`config.mk`:
```
export PLATFORM = sky130hd
export DESIGN_NAME = iibs_cfg
export DESIGN_NICKNAME = d
export VERILOG_FILES = /design/src/rtl/iibs_pkg.sv /design/src/rtl/iibs_cfg.sv
export SDC_FILE = /design/constraint.sdc
export NUM_CORES = 1
export LEC_CHECK = 0
export BUFFER_PORTS_ARGS = -buffer_cell sky130_fd_sc_hd__buf_4
export CAP_MARGIN = 20
export CORE_MARGIN = 5
export CORE_UTILIZATION = 45
export CTS_BUF_LIST = sky130_fd_sc_hd__clkbuf_4
export DETAILED_ROUTE_END_ITERATION = 8
export HOLD_SLACK_MARGIN = 0.15
export PLACE_DENSITY = 0.87
export SYNTH_ARGS = -nofsm -noshare
export SYNTH_HDL_FRONTEND = slang
export SYNTH_SLANG_ARGS = --single-unit
```
`constraint.sdc`:
```
create_clock -name aclk -period 1.3 [get_ports aclk]
set_input_delay 0.26 -clock aclk [delete_from_list [all_inputs] [get_ports aclk]]
set_output_delay 0.26 -clock aclk [all_outputs]
set_load 0.02 [all_outputs]
```
`src/rtl/iibs_pkg.sv`:
```
// Package of the integral image block sum unit: sizes, codes, types.
// Depends on nothing.
package iibs_pkg;

    localparam int MAX_WIDTH    = 256;
    localparam int MAX_HEIGHT   = 256;
    localparam int MAX_CHANNELS = 4;

    localparam int COL_W  = $clog2(MAX_WIDTH);
    localparam int ROW_W  = $clog2(MAX_HEIGHT);
    localparam int CH_W   = $clog2(MAX_CHANNELS);
    localparam int ADDR_W = ROW_W + COL_W + CH_W;
    localparam int DEPTH  = MAX_WIDTH * MAX_HEIGHT * MAX_CHANNELS;

    localparam int SUM_W  = 24;
    localparam int SQ_W   = 32;
    localparam int RUN_W  = 16;
    localparam int RUNQ_W = 24;
    localparam int WORD_W = SUM_W + SQ_W;

    localparam logic ACT_LOAD  = 1'b0;
    localparam logic ACT_QUERY = 1'b1;

    localparam logic [1:0] REG_IMAGE_WIDTH   = 2'd0;
    localparam logic [1:0] REG_IMAGE_HEIGHT  = 2'd1;
    localparam logic [1:0] REG_CHANNEL_COUNT = 2'd2;

    localparam logic [1:0] STATUS_OK         = 2'd0;
    localparam logic [1:0] STATUS_RANGE      = 2'd1;
    localparam logic [1:0] STATUS_INCOMPLETE = 2'd2;

    localparam logic [1:0] CORNER_D = 2'd0;
    localparam logic [1:0] CORNER_B = 2'd1;
    localparam logic [1:0] CORNER_C = 2'd2;
    localparam logic [1:0] CORNER_A = 2'd3;

    typedef enum logic [2:0] {
        ST_IDLE,
        ST_LD_RD,
        ST_LD_WR,
        ST_Q_RD,
        ST_Q_ACC,
        ST_DONE
    } state_t;

    typedef struct packed {
        logic [8:0] img_width;
        logic [8:0] img_height;
        logic [2:0] chan_count;
        logic       restart;
    } cfg_t;

endpackage

```
`src/rtl/iibs_cfg.sv`:
```
// Configuration register bank with saturation of written values.
// Depends on iibs_pkg.
module iibs_cfg import iibs_pkg::*; (
    input  logic       aclk,
    input  logic       aresetn,
    input  logic       cfg_we,
    input  logic [1:0] cfg_index,
    input  logic [8:0] cfg_data,
    output cfg_t       cfg
);
    logic [8:0] width_reg, height_reg;
    logic [2:0] count_reg;
    logic [8:0] sat_dim;
    logic [2:0] sat_cnt;

    always_comb begin
        sat_dim = cfg_data;
        if (cfg_data == 9'd0) begin
            sat_dim = 9'd1;
        end else if (cfg_data > 9'(MAX_WIDTH)) begin
            sat_dim = 9'(MAX_WIDTH);
        end
        sat_cnt = cfg_data[2:0];
        if (cfg_data[2:0] < 3'd3) begin
            sat_cnt = 3'd3;
        end else if (cfg_data[2:0] > 3'(MAX_CHANNELS)) begin
            sat_cnt = 3'(MAX_CHANNELS);
        end
    end

    always_ff @(posedge aclk) begin
        if (!aresetn) begin
            width_reg  <= 9'(MAX_WIDTH);
            height_reg <= 9'(MAX_HEIGHT);
            count_reg  <= 3'd3;
        end else if (cfg_we) begin
            case (cfg_index)
                REG_IMAGE_WIDTH:   width_reg  <= sat_dim;
                REG_IMAGE_HEIGHT:  height_reg <= sat_dim;
                REG_CHANNEL_COUNT: count_reg  <= sat_cnt;
                default: ;
            endcase
        end
    end

    assign cfg.img_width  = width_reg;
    assign cfg.img_height = height_reg;
    assign cfg.chan_count = count_reg;
    assign cfg.restart    = cfg_we && (cfg_index inside {REG_IMAGE_WIDTH, REG_IMAGE_HEIGHT,
                                                         REG_CHANNEL_COUNT});
endmodule

```
* After elaboration in Yosys (flattened, before gate mapping)
Cells that the tools add are included.
Storage, ports and cells: register bits after elaboration 21, bits in latches 0, bits in writable memories 0, ROM bits 0, input port bits 14, output and inout port bits 22, logic and storage cells 19, memories 0
Cells by class: $add $sub $neg 0, multipliers 0, div/mod/pow operators 0, $lt $le $gt $ge 3, equality and inequality tests 2, shift-type cells 0, mux-type cells 4, bitwise gates (word level) 0, reduce and logical (&&, ||, !) cells 7
Operators with widths (count):
- $mux W9 | 2
- $gt A9 B9 Y1 const B | 1
- $logic_not A9 Y1 | 1
- $mux W3 | 2
- $reduce_and A2 Y1 | 3
- $gt A3 B3 Y1 const B | 1
- $lt A3 B2 Y1 const B | 1
- $reduce_bool A3 Y1 | 1
- $eq A2 B1 Y1 const B | 1
- $eq A2 B2 Y1 const B | 1
- $logic_not A2 Y1 | 1
- $logic_and A1 B1 Y1 | 1

* Logic depth before layout (Yosys ltp)
depth after elaboration 3, gate-level depth with buffers 5, mapped depth without buffers 3

* Least setup slack after synthesis
Ideal clock, no wire load.
kind input to register, from in cfg_index[0], to reg width_reg[8], setup time 114 ps, arrival time 1043 ps, required time 1186 ps, path slack 143 ps, stages on the path 4, cell sequence buf_6 or3b_1 buf_2 a21o_1
Between the ends: longest elaborated chain between the ends 2
Ends and longest elaborated chain:
- start: declaration | RTL line iibs_cfg.sv:7 | input logic [1:0] cfg_index,
- $logic_not A2 Y1 | RTL line iibs_cfg.sv:37 | case (cfg_index)
- $reduce_and A2 Y1 (no source line)
- end signal: assignment | RTL line iibs_cfg.sv:33 | width_reg <= 9'(MAX_WIDTH);
- end signal: assignment | RTL line iibs_cfg.sv:38 | REG_IMAGE_WIDTH: width_reg <= sat_dim;
- end: declaration | RTL line iibs_cfg.sv:11 | logic [8:0] width_reg, height_reg;
No other way between the ends. A chain may end at the register's enable or synchronous reset.

* Worst setup path in the final report
from reg width_reg[0], to out cfg[13] (netlist bit)
RTL lines:
- end: declaration | RTL line iibs_cfg.sv:9 | output cfg_t cfg
No word-level cell between the ends.

==> qor.txt <==
status -> completed
crit end category -> output port
largest net degree at the start of global routing -> 20
vias in the first global route -> 761
total gr overflow -> 0
initial antenna violation count -> 0
all-layer global routing usage -> 0.147
cells along the critical path -> buf_4
top cell type's share of synthesized area -> 0.479
cell count after synthesis -> 100
Fmax -> 934 MHz
slowest stage delay, CP -> 0.36 ns
GP Congestion -> 0.793
DR iter-0 viols -> 6
Worst Path Buf+Inv -> 1
crit path kind -> reg2out
Routed Antenna Nets -> 0
CTS Buffer Depth -> 2
Syn Area/Cell -> 8.77 sq um
Top FF cell, synth -> dfxtp_1
# DRC -> 0
Clock power frac -> 0.267
CP required -> 1.04 ns
Final HPWL DP -> 1.57 mm
Die Width -> 54.2 microns
area leader, netlist -> dfxtp_1
Critical Path Start Type -> flip-flop
Final Skew -> 0 ns
Num CTS Buffers -> 3
Hold Crit Class -> in2reg
Commonest cells post-synth -> 28 x nand2_1, 21 x dfxtp_1, 14 x a21boi_0
min cycle time layout -> 1.07 ns
mapped cell area -> 877 sq um
final worst slack -> 0.230 ns
Area contributors post-synth -> dfxtp_1 48%, a21boi_0 12%, nand2_1 12%
setup TNS -> 0 ns
P_leak -> 0.481 nW
Die Height -> 54.2 microns
setup slack after placement -> 0.0686 ns
core area -> 0.00190 sq mm
Final Net Count -> 150
DRT Pass-1 Iters -> 4
PostCTS Resize Cnt -> 0
yosys synthesis warning count -> 0
clock latency on the worst-skew pair -> 0.30 ns
hold_ws -> 0.233 ns
CP max stage cell -> dfxtp_1
worst rel slew slack -> 0.748
RSZ-0062 raised after global routing -> no
hold-fix buffer count after cts -> 0
Yosys cell types -> 21
layout cells sized above 1 -> 0.296
final core utilization -> 0.618
Tightest Pin Transition -> 0.377 ns
Post-synth EDFFs -> 0
Syn Nets -> 114
max-cap violations -> 0
top-count cell post-synth -> nand2_1
IO buf count -> 35
delay-heaviest family, CP -> flip-flops
instance count on the critical path -> 1
hold endpoint -> count_reg[0]
Via density -> 5.00
CTS tree -> built
via count -> 810
hold path startpoint -> aresetn
PwrDens -> 976 mW/mm^2
Reg2Reg Depth -> 2
row count -> 16
clk sinks -> 21
Int Power -> 857 uW
switching share of total power -> 0.253
RR Endpoint -> width_reg[3]
switching power -> 291 uW
final hold violations -> 0
fin. max-slew vios -> 0
root buf cell -> clkbuf_4
crit-path max FO -> 2
Starting Density -> 0.461
worst vdd ir -> 0.000449 V
Worst-path clk slew -> 0.12 ns
antenna diode count -> 0
Async S/R FF share, synth -> 0
Worst R2R Setup Slack -> 0.64 ns
crit share post-route -> 0.823
worst reg2reg startpoint -> width_reg[3]
# setup viols final -> 0
post-route cell area -> 0.00118 sq mm
flops & latches, synth -> 21
Logic pwr share -> 0.149
H-tree level count -> 1
CP arrival -> 0.81 ns
Flop pwr share -> 0.584
global-route wire length before repair -> 3.13 mm
Ports -> 36
DP Area -> 0.00115 sq mm
Post CTS Setup Buffer Count -> 0
hold path cells -> 2
Seq/Total Area, Yosys -> 0.479
average routed wire per standard cell -> 12.0 microns
area growth from synthesis to layout -> 34.1%
Final Routed Wirelength -> 1.95 mm
Die ar. -> 0.00293 sq mm
-- cell type report --
class | count | area [sq um]
fill | 168 | 726
multi-input combinational | 74 | 428
sequential | 21 | 420
timing repair buffer | 35 | 263
tap | 27 | 33.8
clock buffer | 3 | 22.5
clock inverter | 1 | 5.00
inverter | 1 | 3.75
-- power groups by stage --
stage	Clock (mW)	Sequential [mW]	Combinational, mW
2_1_floorplan	0	0.707	0.0687
3_3_place_gp	0	0.685	0.169
3_5_place_dp	0	0.685	0.172
4_1_cts	0.318	0.671	0.173
5_1_grt	0.349	0.673	0.188
6_report	0.307	0.670	0.171
-- cells in the final DEF (no fill, tap or decap) --
| cell | Yosys | routed |
|---|---|---|
| dfxtp_1 | 21 | 21 |
| nor3b_4 | 1 | 1 |
| nor3_1 | 1 | 1 |
| buf_4 | 0 | 35 |
| o21ai_0 | 4 | 4 |
| a21boi_0 | 14 | 14 |
| a21oi_1 | 2 | 2 |
| nand2_1 | 28 | 28 |
| and3b_1 | 1 | 1 |
| or3b_1 | 1 | 1 |
| a21o_1 | 2 | 2 |
| and4b_1 | 1 | 1 |
| nor2b_1 | 10 | 10 |
| inv_1 | 1 | 1 |
| nor4_1 | 1 | 1 |
| a211oi_1 | 2 | 2 |
| clkinv_2 | 0 | 1 |
| a21boi_1 | 1 | 1 |
| nand3b_1 | 3 | 3 |
| nor2_1 | 2 | 2 |
| clkbuf_4 | 0 | 3 |
-- worst register-to-register path, stage by stage (launching register included) --
cell      delay (ns)
dfxtp_1         0.36
nand2_1         0.05
a21boi_0        0.18
-- layer usage --
| metal | vias to the layer above | wire (microns) | global-route usage |
|---|---|---|---|
| met5 | - | 0 | 0 |
| met4 | 0 | 40 | 0.0622 |
| met3 | 5 | 148 | 0.0277 |
| met2 | 30 | 977 | 0.269 |
| met1 | 372 | 781 | 0.164 |
| li1 | 403 | - | - |
-- through the flow --
step	cells	power, mW
6_report	162	1.15
5_1_grt	162	1.21
4_1_cts	162	1.16
3_5_place_dp	158	0.857
3_3_place_gp	158	0.853
2_1_floorplan	100	0.775
-- logic make-up (layout without fill, tap and decap cells) --
family | Yosys count | count (layout) | synth area share
AND/OR/NAND/NOR | 49 | 49 | 0.291
buffers and inverters | 5 | 40 | 0.0328
AO/OA/AOI/OAI | 25 | 25 | 0.197
flip-flops | 21 | 21 | 0.479
-- worst max-delay path by stage --
| stage | slack [ns] | to | startpoint |
|---|---|---|---|
| finish | 0.23 | cfg[13] | width_reg[0] |
| global route | 0.17 | cfg[11] | height_reg[7] |
| CTS | 0.23 | cfg[16] | width_reg[3] |
| detailed placement | 0.07 | width_reg[4] | cfg_index[0] |
| global placement | 0.08 | width_reg[8] | cfg_index[0] |
| floorplan | 0.14 | width_reg[8] | cfg_index[0] |
(Power assumes the default switching activity.)
