==> src/rtl/iibs_ram.sv <==
// Generic simple dual-port RAM: one write port, one registered read port.
// Depends on nothing.
module iibs_ram #(
    parameter int WIDTH = 8,
    parameter int DEPTH = 16
) (
    input  logic                     aclk,
    input  logic                     we,
    input  logic [$clog2(DEPTH)-1:0] waddr,
    input  logic [WIDTH-1:0]         wdata,
    input  logic [$clog2(DEPTH)-1:0] raddr,
    output logic [WIDTH-1:0]         rdata
);
    logic [WIDTH-1:0] mem [DEPTH];

    always_ff @(posedge aclk) begin
        if (we) begin
            mem[waddr] <= wdata;
        end
        rdata <= mem[raddr];
    end
endmodule

==> config.mk <==
export PLATFORM = sky130hd
export DESIGN_NAME = iibs_ram
export DESIGN_NICKNAME = d
export VERILOG_FILES = /design/src/rtl/iibs_ram.sv
export SDC_FILE = /design/constraint.sdc
export NUM_CORES = 1
export LEC_CHECK = 0
export BUFFER_PORTS_ARGS = -buffer_cell sky130_fd_sc_hd__buf_2
export CORE_AREA = 2 2 105 107
export CTS_CLUSTER_DIAMETER = 100
export DETAILED_ROUTE_END_ITERATION = 16
export DIE_AREA = 0 0 107 109
export PLACE_DENSITY = 0.64
export SLEW_MARGIN = 20
export SYNTH_ARGS = -nofsm -noshare
export SYNTH_HDL_FRONTEND = slang
export SYNTH_SLANG_ARGS = --single-unit
==> constraint.sdc <==
create_clock -name aclk -period 1.6 [get_ports aclk]
set_input_delay 0 -clock aclk [delete_from_list [all_inputs] [get_ports aclk]]
set_output_delay 0 -clock aclk [all_outputs]
set_load 0.02 [all_outputs]
Yosys cells after proc, flatten, opt, wreduce, memory -nomap -nowiden
Memory sizes are Yosys's and may differ from the RTL's. A register that Yosys moved wholly into a read port is not among the register bits.
Cells that the tools add are included.
{"block": "op_classes", "n_addsub": 0, "n_mul": 0, "div": 0, "order_cmp": 0, "eq_ne": 0, "shift": 0, "mux": 2, "bitwise": 0, "n_reduce_logical": 0}
{"cell": "1-bit 2-to-1 mux", "n": 2}
{"block": "word_totals", "reg_bits": 0, "latchBits": 0, "mem_bits_rw": 128, "mem_bits_ro": 0, "inputBits": 18, "out_inout_bits": 8, "elab_cells": 3, "memories": 1}
{"name": "mem", "depth": 16, "width": 8, "read_ports": 1, "rd_clocked_by_memory_dff": 1, "write_ports": 1, "line": "14", "rtl": "logic [WIDTH-1:0] mem [DEPTH];"}

Logic depth before layout (Yosys ltp)
Gate-level depths: netlist of run 1.
{"block": "depth", "word_depth": 2, "mapped_depth": 5, "depth_no_buf": 3}

Worst setup path after synthesis of run 1
No wires, ideal clock.
{"block": "synth_path", "kind": "input to register", "from": "in waddr[2]", "to": "mem mem[0][0] (enable)", "setup_time_ns": 0.383, "t_arrival_ns": 1.110, "required_ns": 1.217, "slack_ns": 0.107, "cell_stages": 2, "n_path_buf": 0, "cell_sequence": "or3b_2 nor3_1"}
{"item": "from (decl)", "line": "9", "rtl": "input logic [$clog2(DEPTH)-1:0] waddr,"}
{"item": "to (decl)", "line": "14"}
Straight into the memory's write port.

==> results.toml, run 1 <==
[run_status]
status = "finished clean"

[setup_path]
cp-end-kind = "flop"
critPathMaxFanout = 1
startpoint_type = "flop"
cp.required_ps = 2000
path_class = "flop to flop"
arrival_ps = 1720

[logic_synthesis]
ys_warn_count = 0
synth.area.top_cells = "edfxtp_1, mux4_2, mux4_1"
syn-num-nets = 247
postSynthAreaPerCell_um2 = 22.5
synth_top_area_cell = "edfxtp_1"
synth-seq-area-share = 0.778
netlist_instances = 229
syn-cell-area_um2 = 5150
synth_top_cell_area_share = 0.747
ys_seq_elements = 136
yosysUniqueCellTypes = 19

[global_route]
grt_pass1_vias = 2597
gr-usage-all-layers = 0.188
antenna_found_initial = 0
grt_pass1_wl_um = 15000
grt_max_degree = 18
gr-total-overflow = 0

[floorplan]
rows = 38
pin_count = 26
design.die.area_um2 = 11700
die_x_um = 107
die_h_um = 109
initial_core_util = 0.485
coreArea_um2 = 10600

[route]
drt_pass1_iterations = 4
num_vias = 2479
dr_wl_met2_um = 4720
post-route-drc-count = 0
ant_nets = 0
maxUsedRoutingLayer = "met4"
wire_per_inst_um = 22.2
wl_met3_um = 548
via_per_inst = 5.56
wirelength_um = 9890
met1_length_um = 4500
drt_iter0_drc = 235

[cells_and_area]
nets = 311
stdcell_area_um2 = 6190
mostFrequentLayoutCells = "edfxtp_1, buf_2, buf_4"
antenna_cells = 0
fillCellCount = 760
syn_to_final_growth_pct = 20.2
instances_no_fill = 446
fin_util = 0.583
drive_above_1_share = 0.310
multi_input_area_um2 = 1060
final_common_cell = "edfxtp_1"
regArea_um2 = 4000

[sta]
finalCriticalPeriod_ps = 1320
tightest_slew_ps = 487
max_slew_margin = 0.675
clock.fmax_mhz = 756
layout_setup_ws_ps = 277
post-route-period-util = 0.827
maxSlewViolCount = 0
grt_setup_unrepaired = "no"
setup_viol = 0
fin_skew_ps = 6.29
setup_tns_ps = 0
fin_worst_hold_slack_ps = 49.9
hold_viol = 0

[clocking]
cts_root_buf = "clkbuf_8"
cts-htree-levels = 4
clk_path_buf_depth = 2
postCtsSetupBuffers = 0
ctsResizeCount = 0
clk_latency_ps = 520
cts_tree = "yes"
clkTransAtPathRegs_ps = 60
clock_sinks = 136
ctsHoldBuffers = 8
cts_made_buffers = 17

[power_and_ir_drop]
comb_power_share = 0.052
p_leak_nw = 2.12
peakVddDrop_mv = 0.605
p_int_mw = 6.33
finalPower_mw = 7.91
swShare = 0.200
p_clk_frac = 0.441
p_switching_mw = 1.58
power_density_nw_per_um2 = 1280
pwr-share-seq = 0.506

[place]
place_ws_ps = 205
numPortBuffers = 25
hpwl_um = 6040
dpl.cell_count = 406
routabilityCongestion = 0.716
placed_area_um2 = 5560

[run]
drv_cap = 0

[hold_path]
worstHoldPathType = "primary input to flop"
-- critical path, cell delays in order (launching register included) --
cell and delay, ps:
edfxtp_1 370, mux4_1 510, a22oi_1 230, nand2_1 100
-- layer usage --
layer,track usage,up-vias
li1,-,1101
met1,0.264,1296
met2,0.289,75
met3,0.0466,7
met4,0.0724,0
met5,0,-
-- synth_stat cells --
master	count
a22oi_1	16
and2_1	1
and2b_1	1
buf_2	3
buf_4	1
buf_6	3
clkdlybuf4s25_2	3
dfxtp_1	8
edfxtp_1	128
mux4_1	14
mux4_2	18
nand2_1	9
nand2b_1	2
nand3_1	1
nand3b_1	2
nor2_1	13
nor2b_1	1
nor3_1	4
or3b_2	1
-- kinds of logic after synthesis --
group	Yosys count	share of synthesized area
AO/OA/AOI/OAI	16	0.0233
AND/OR/NAND/NOR	35	0.0318
buffers and inverters	10	0.0168
flip-flops	136	0.778
multiplexers	32	0.150
-- power by group through the flow --
stage	logic, mW	registers (mW)	clock network, mW
final	0.415	4.01	3.49
after global routing	0.448	4.01	3.70
after CTS	0.421	4.01	3.54
after detailed placement	0.406	4.08	0
after global placement	0.399	4.08	0
after floorplan	0.202	4.10	0
-- area by class of cell --
class / instances / area share
clock buffer: 23 / 0.0754
clock inverter: 9 / 0.0121
multi-input combinational: 83 / 0.171
sequential: 136 / 0.647
tap: 140 / 0.0283
timing repair buffer: 55 / 0.0659
-- sequential cells by signal, summed over array words and instances (netlist names) --
| signal | flops |
|---|---|
| mem | 128 |
| rdata | 8 |
-- path summary, 6_finish.rpt --
| check | slack, ps | end | startpoint | cells past startpoint |
|---|---|---|---|---|
| setup / recovery | 280 | rdata[3] | mem[1][3] | 3 |
| hold / removal | 50 | rdata[4] | raddr[1] | 4 |
| setup reg to reg | 280 | rdata[3] | mem[1][3] | 3 |
| hold reg to reg | 680 | rdata[7] | mem[15][7] | 3 |
No activity file was read; power rests on OpenSTA's default activity.
==> run 2, diff against run 1 <==
- ABC_AREA: not set -> 1
- CORE_AREA: 2 2 105 107 -> 2 2 111 113
- DIE_AREA: 0 0 107 109 -> 0 0 113 115
- clock period: 1.6 -> 1.3 ns (I/O delays scaled with it)
==> results.toml, run 2 <==
[sta]
tightest_slew_ps = 343
fin_skew_ps = 6.08
clock.fmax_mhz = 1000
finalCriticalPeriod_ps = 997
setup_viol = 0
grt_setup_unrepaired = "no"
hold_viol = 0
maxSlewViolCount = 0
post-route-period-util = 0.767
max_slew_margin = 0.771
layout_setup_ws_ps = 303
setup_tns_ps = 0

[power_and_ir_drop]
power_density_nw_per_um2 = 1470
p_leak_nw = 2.96
peakVddDrop_mv = 0.790

[cells_and_area]
final_common_cell = "nand2_1"
mostFrequentLayoutCells = "nand2_1, edfxtp_1, inv_1"
drive_above_1_share = 0.136
reg_top3 = "mem x128, rdata x8"
top_register = "mem"
largest_register_ff_count = 128
nets = 623
stdcell_area_um2 = 6750
syn_to_final_growth_pct = 17.0
antenna_cells = 0

[logic_synthesis]
synthTopCellsByCount = "nand2_1, edfxtp_1, inv_1, nand3_1, nor2_1"
postSynthAreaPerCell_um2 = 10.5
syn-cell-area_um2 = 5770
ys_seq_elements = 136
synth-seq-area-share = 0.694
postSynth.asyncResetShare = 0
synth_most_common_cell = "nand2_1"
synth_top_area_cell = "edfxtp_1"
yosysUniqueCellTypes = 12
ys_warn_count = 0
synth_edf_count = 128
synth_flop_cell = "edfxtp_1"
synth.area.top_cells = "edfxtp_1, nand2_1, nand3_1"
synth_top_cell_area_share = 0.667
netlist_instances = 551
syn-num-nets = 569

[clocking]
cts-htree-levels = 4
clkTransAtPathRegs_ps = 60
ctsResizeCount = 0
cts_root_buf = "clkbuf_16"
cts_tree = "yes"
clock_sinks = 136
cts_made_buffers = 17
clk_latency_ps = 410
clk_path_buf_depth = 2

[floorplan]
die_h_um = 115
initial_core_util = 0.488
rows = 40
pin_count = 26
design.die.area_um2 = 13000
coreArea_um2 = 11800
die_x_um = 113

[route]
drt_iter0_drc = 310
wire_per_inst_um = 16.2
ant_nets = 0
num_vias = 3843
wirelength_um = 12400
drt_pass1_iterations = 11
via_per_inst = 5.02
dr_wl_met2_um = 6130
maxUsedRoutingLayer = "met4"
met1_length_um = 5220
post-route-drc-count = 1
wl_met3_um = 847

[run_status]
violations = "DRC"
status = "finished with violations"

[setup_path]
path_class = "flop to flop"
critPathMaxFanout = 1
arrival_ps = 1290
r2r_slack_ps = 300
cp.required_ps = 1590
worstReg2RegEnd = "rdata[7]"
startpoint_type = "flop"
reg2reg_depth = 6
cp-end-kind = "flop"
r2r-start = "mem[5][7]"

[place]
numPortBuffers = 25
place_ws_ps = 233
placed_area_um2 = 6170
hpwl_um = 7690
routabilityCongestion = 0.813

[global_route]
gr-total-overflow = 0
grt_max_degree = 65
gr-usage-all-layers = 0.207
grt_pass1_wl_um = 19900
grt_pass1_vias = 3760
antenna_found_initial = 0

[run]
drv_cap = 0

[hold_path]
holdPathEnd = "mem[4][0]"
worstHoldStart = "wdata[0]"
worstHoldPathCells = 1
worstHoldPathType = "primary input to flop"
run 2: cell count changes after synthesis, moves of 4 or more:
cell     previous run  this run
mux4_2             18         0
nand3_1             1        97
nor2_1             13        17
a22oi_1            16         0
inv_1               0       100
buf_2               3        13
nor3_1              4         0
mux4_1             14         0
nand2_1             9       173
run 2: metrics by stage:
step / util / std cells / power [mW] / hold WS [ps]
3_5_place_dp: 0.523 / 729 / 5.65 / 382
6_report: 0.571 / 765 / 9.90 / 12.1
5_1_grt: 0.571 / 765 / 10.2 / 6.32
2_1_floorplan: - / 551 / 5.40 / 98.9
3_3_place_gp: 0.523 / 729 / 5.64 / 383
4_1_cts: 0.571 / 765 / 9.98 / 0.0476
run 2: logic make-up (layout without fill, tap and decap cells):
family,Yosys count,count (layout),share of synthesized area
buffers and inverters,126,193,0.0952
DFF,136,136,0.694
and+or+nand+nor,289,289,0.210
run 2: cell type report:
| cell class | instances | area [µm²] |
|---|---|---|
| Clock buffer | 23 | 458 |
| Clock inverter | 9 | 77.6 |
| Fill cell | 973 | 5060 |
| Inverter | 102 | 383 |
| Multi-Input combinational cell | 289 | 1210 |
| Sequential cell | 136 | 4000 |
| Tap cell | 147 | 184 |
| Timing Repair Buffer | 59 | 428 |
run 2: per-layer routing:
metal | global-route usage | vias up
li1 | - | 1882
met1 | 0.278 | 1821
met2 | 0.334 | 128
met3 | 0.0453 | 12
met4 | 0.0829 | 0
met5 | 0 | -
run 2: what timing repair did:
action	4_1_cts	5_1_grt
buffers inserted	0	0
hold endpoints to repair	54	0
hold buffers	4	0
run 2: how the worst max path moves through the flow:
stage               slack, ps    endpoint       from
global placement          270   mem[2][7]   waddr[0]
detailed placement        230   mem[2][7]   waddr[0]
finish                    300    rdata[7]  mem[5][7]
CTS                       290    rdata[3]   rdata[3]
global route              210    rdata[7]  mem[5][7]
floorplan                 350  mem[10][0]   waddr[2]
run 2: power by group:
group          internal (mW)  switching [mW]
Sequential              4.90          0.0284
Clock                   2.66            1.67
Combinational          0.201           0.437
Total                   7.76            2.14
run 2: worst max-delay path, cell delays in order (launching register included):
cell	delay (ps)
edfxtp_1	360
inv_1	70
nand2_1	50
nand3_1	80
nand3_1	100
nand3_1	140
nand2_1	90
==> run 3, diff against run 2 <==
- clock period: 1.3 -> 0.92 ns (I/O delays scaled with it)
==> results.toml, run 3 (same netlist as run 2, synthesis figures left out) <==
[sta]
clock.fmax_mhz = 1080
tightest_slew_ps = 401
grt_setup_unrepaired = "yes"
maxSlewViolCount = 0
setup_tns_ps = -6.30
post-route-period-util = 1.01
setup_viol = 1
hold_viol = 0
layout_setup_ws_ps = -6.30
finalCriticalPeriod_ps = 926
max_slew_margin = 0.733
fin_skew_ps = 5.26

[floorplan]
rows = 40
coreArea_um2 = 11800
die_h_um = 115
pin_count = 26
initial_core_util = 0.488
design.die.area_um2 = 13000
die_x_um = 113

[power_and_ir_drop]
p_clk_frac = 0.484
power_density_nw_per_um2 = 2160
peakVddDrop_mv = 1.25
p_leak_nw = 3.12
p_int_mw = 12.3
p_switching_mw = 3.15
comb_power_share = 0.065
swShare = 0.204
pwr-share-seq = 0.451

[setup_path]
critPathMaxFanout = 1
r2r_slack_ps = -6
path_class = "flop to flop"
worstReg2RegEnd = "rdata[6]"
cp.required_ps = 1220
cp-end-kind = "flop"
arrival_ps = 1230
startpoint_type = "flop"
r2r-start = "mem[2][6]"
reg2reg_depth = 6

[route]
drt_pass1_iterations = 12
wire_per_inst_um = 16.2
drt_iter0_drc = 186
num_vias = 3852
post-route-drc-count = 1
wirelength_um = 12500
ant_nets = 0
via_per_inst = 5.00

[run_status]
status = "finished with violations"
violations = "DRC, setup timing"

[hold_path]
worstHoldStart = "wdata[3]"
worstHoldPathType = "primary input to flop"
holdPathEnd = "mem[7][3]"
worstHoldPathCells = 1

[cells_and_area]
largest_register_ff_count = 128
antenna_cells = 0
top_register = "mem"
syn_to_final_growth_pct = 23.8
nets = 629
reg_top3 = "mem x128, rdata x8"
drive_above_1_share = 0.218
stdcell_area_um2 = 7140
final_common_cell = "nand2_1"
mostFrequentLayoutCells = "nand2_1, edfxtp_1, inv_1"

[global_route]
gr-total-overflow = 0
antenna_found_initial = 0
grt_max_degree = 29
grt_pass1_vias = 3768
gr-usage-all-layers = 0.206
grt_pass1_wl_um = 19800

[clocking]
clock_sinks = 136
cts_made_buffers = 17
clkTransAtPathRegs_ps = 60
cts_tree = "yes"
cts_root_buf = "clkbuf_16"
cts-htree-levels = 4
clk_latency_ps = 410
clk_path_buf_depth = 2

[place]
hpwl_um = 8020
placed_area_um2 = 6210
routabilityCongestion = 0.807
numPortBuffers = 25

[run]
drv_cap = 0
run 3: changes by cell type in the layout (fill, tap and decap cells not counted), moves of 2 or more:
| cell | delta |
|---|---|
| buf_2 | -2 |
| buf_4 | +4 |
| bufinv_16 | +4 |
| clkbuf_1 | -3 |
| clkbuf_8 | +2 |
| clkinv_2 | -5 |
| clkinv_4 | +3 |
| dlygate4sd3_1 | +2 |
| inv_1 | -4 |
| inv_2 | +4 |
| nand2_1 | -5 |
| nand2_2 | +5 |
| nand3_1 | -35 |
| nand3_2 | +35 |
run 3: what timing repair did:
item                                    in CTS  in global routing
buffers inserted                             0                  0
endpoints found under the hold margin       62                  1
endpoints found under the setup margin       9                  9
hold buffers                                 5                  1
pin swaps                                   13                 25
gates resized for setup                     11                 38
run 3: power by group through the flow:
stage / combinational [mW] / sequential (mW) / clock (mW)
2_1_floorplan: 0.489 / 7.14 / 0
4_1_cts: 0.954 / 6.97 / 7.56
6_report: 1.01 / 6.97 / 7.48
3_3_place_gp: 0.897 / 7.09 / 0
5_1_grt: 1.12 / 6.98 / 7.84
3_5_place_dp: 0.908 / 7.10 / 0
run 3: worst max path at each step:
| stage | slack (ps) | end | start |
|---|---|---|---|
| 3_5_place_dp | -110 | rdata[3] | raddr[0] |
| 3_3_place_gp | -90 | rdata[3] | raddr[0] |
| 6_report | -6 | rdata[6] | mem[2][6] |
| 2_1_floorplan | -30 | mem[4][0] | waddr[3] |
| 5_1_grt | -70 | rdata[1] | mem[15][1] |
| 4_1_cts | -8 | rdata[6] | mem[2][6] |
run 3: metal layers:
layer	share of wire	track usage	wire length [µm]
met1	0.43	0.269	5340
met2	0.49	0.335	6150
met3	0.055	0.0453	680
met4	0.024	0.0943	299
met5	0	0	0
run 3: critical path: stages (launching register included):
cell	delay (ps)
edfxtp_1	370
nand2_1	80
nand2_1	70
nand2_1	80
nand3_2	70
nand3_2	90
nand2_2	60
run 3: through the flow:
stage               worst slack [ps]  hold slack (ps)  std cells  utilization  power, mW
global route                   -71.2             18.5        771        0.605       15.9
global placement               -86.1              336        733        0.526       7.99
floorplan                      -30.8             98.9        551            -       7.63
detailed placement              -107              311        733        0.526       8.00
finish                         -6.30             13.1        771        0.605       15.5
CTS                            -7.79             -116        770        0.590       15.5
run 3: layout make-up:
type                    instances  area [µm²]
clock buffers                  22         474
clock inverters                10         191
multi-input cells             289        1400
repair buffers                 65         499
fillers                       934        4670
flip-flops and latches        136        4010
inverters                     102         383
well taps                     147         184
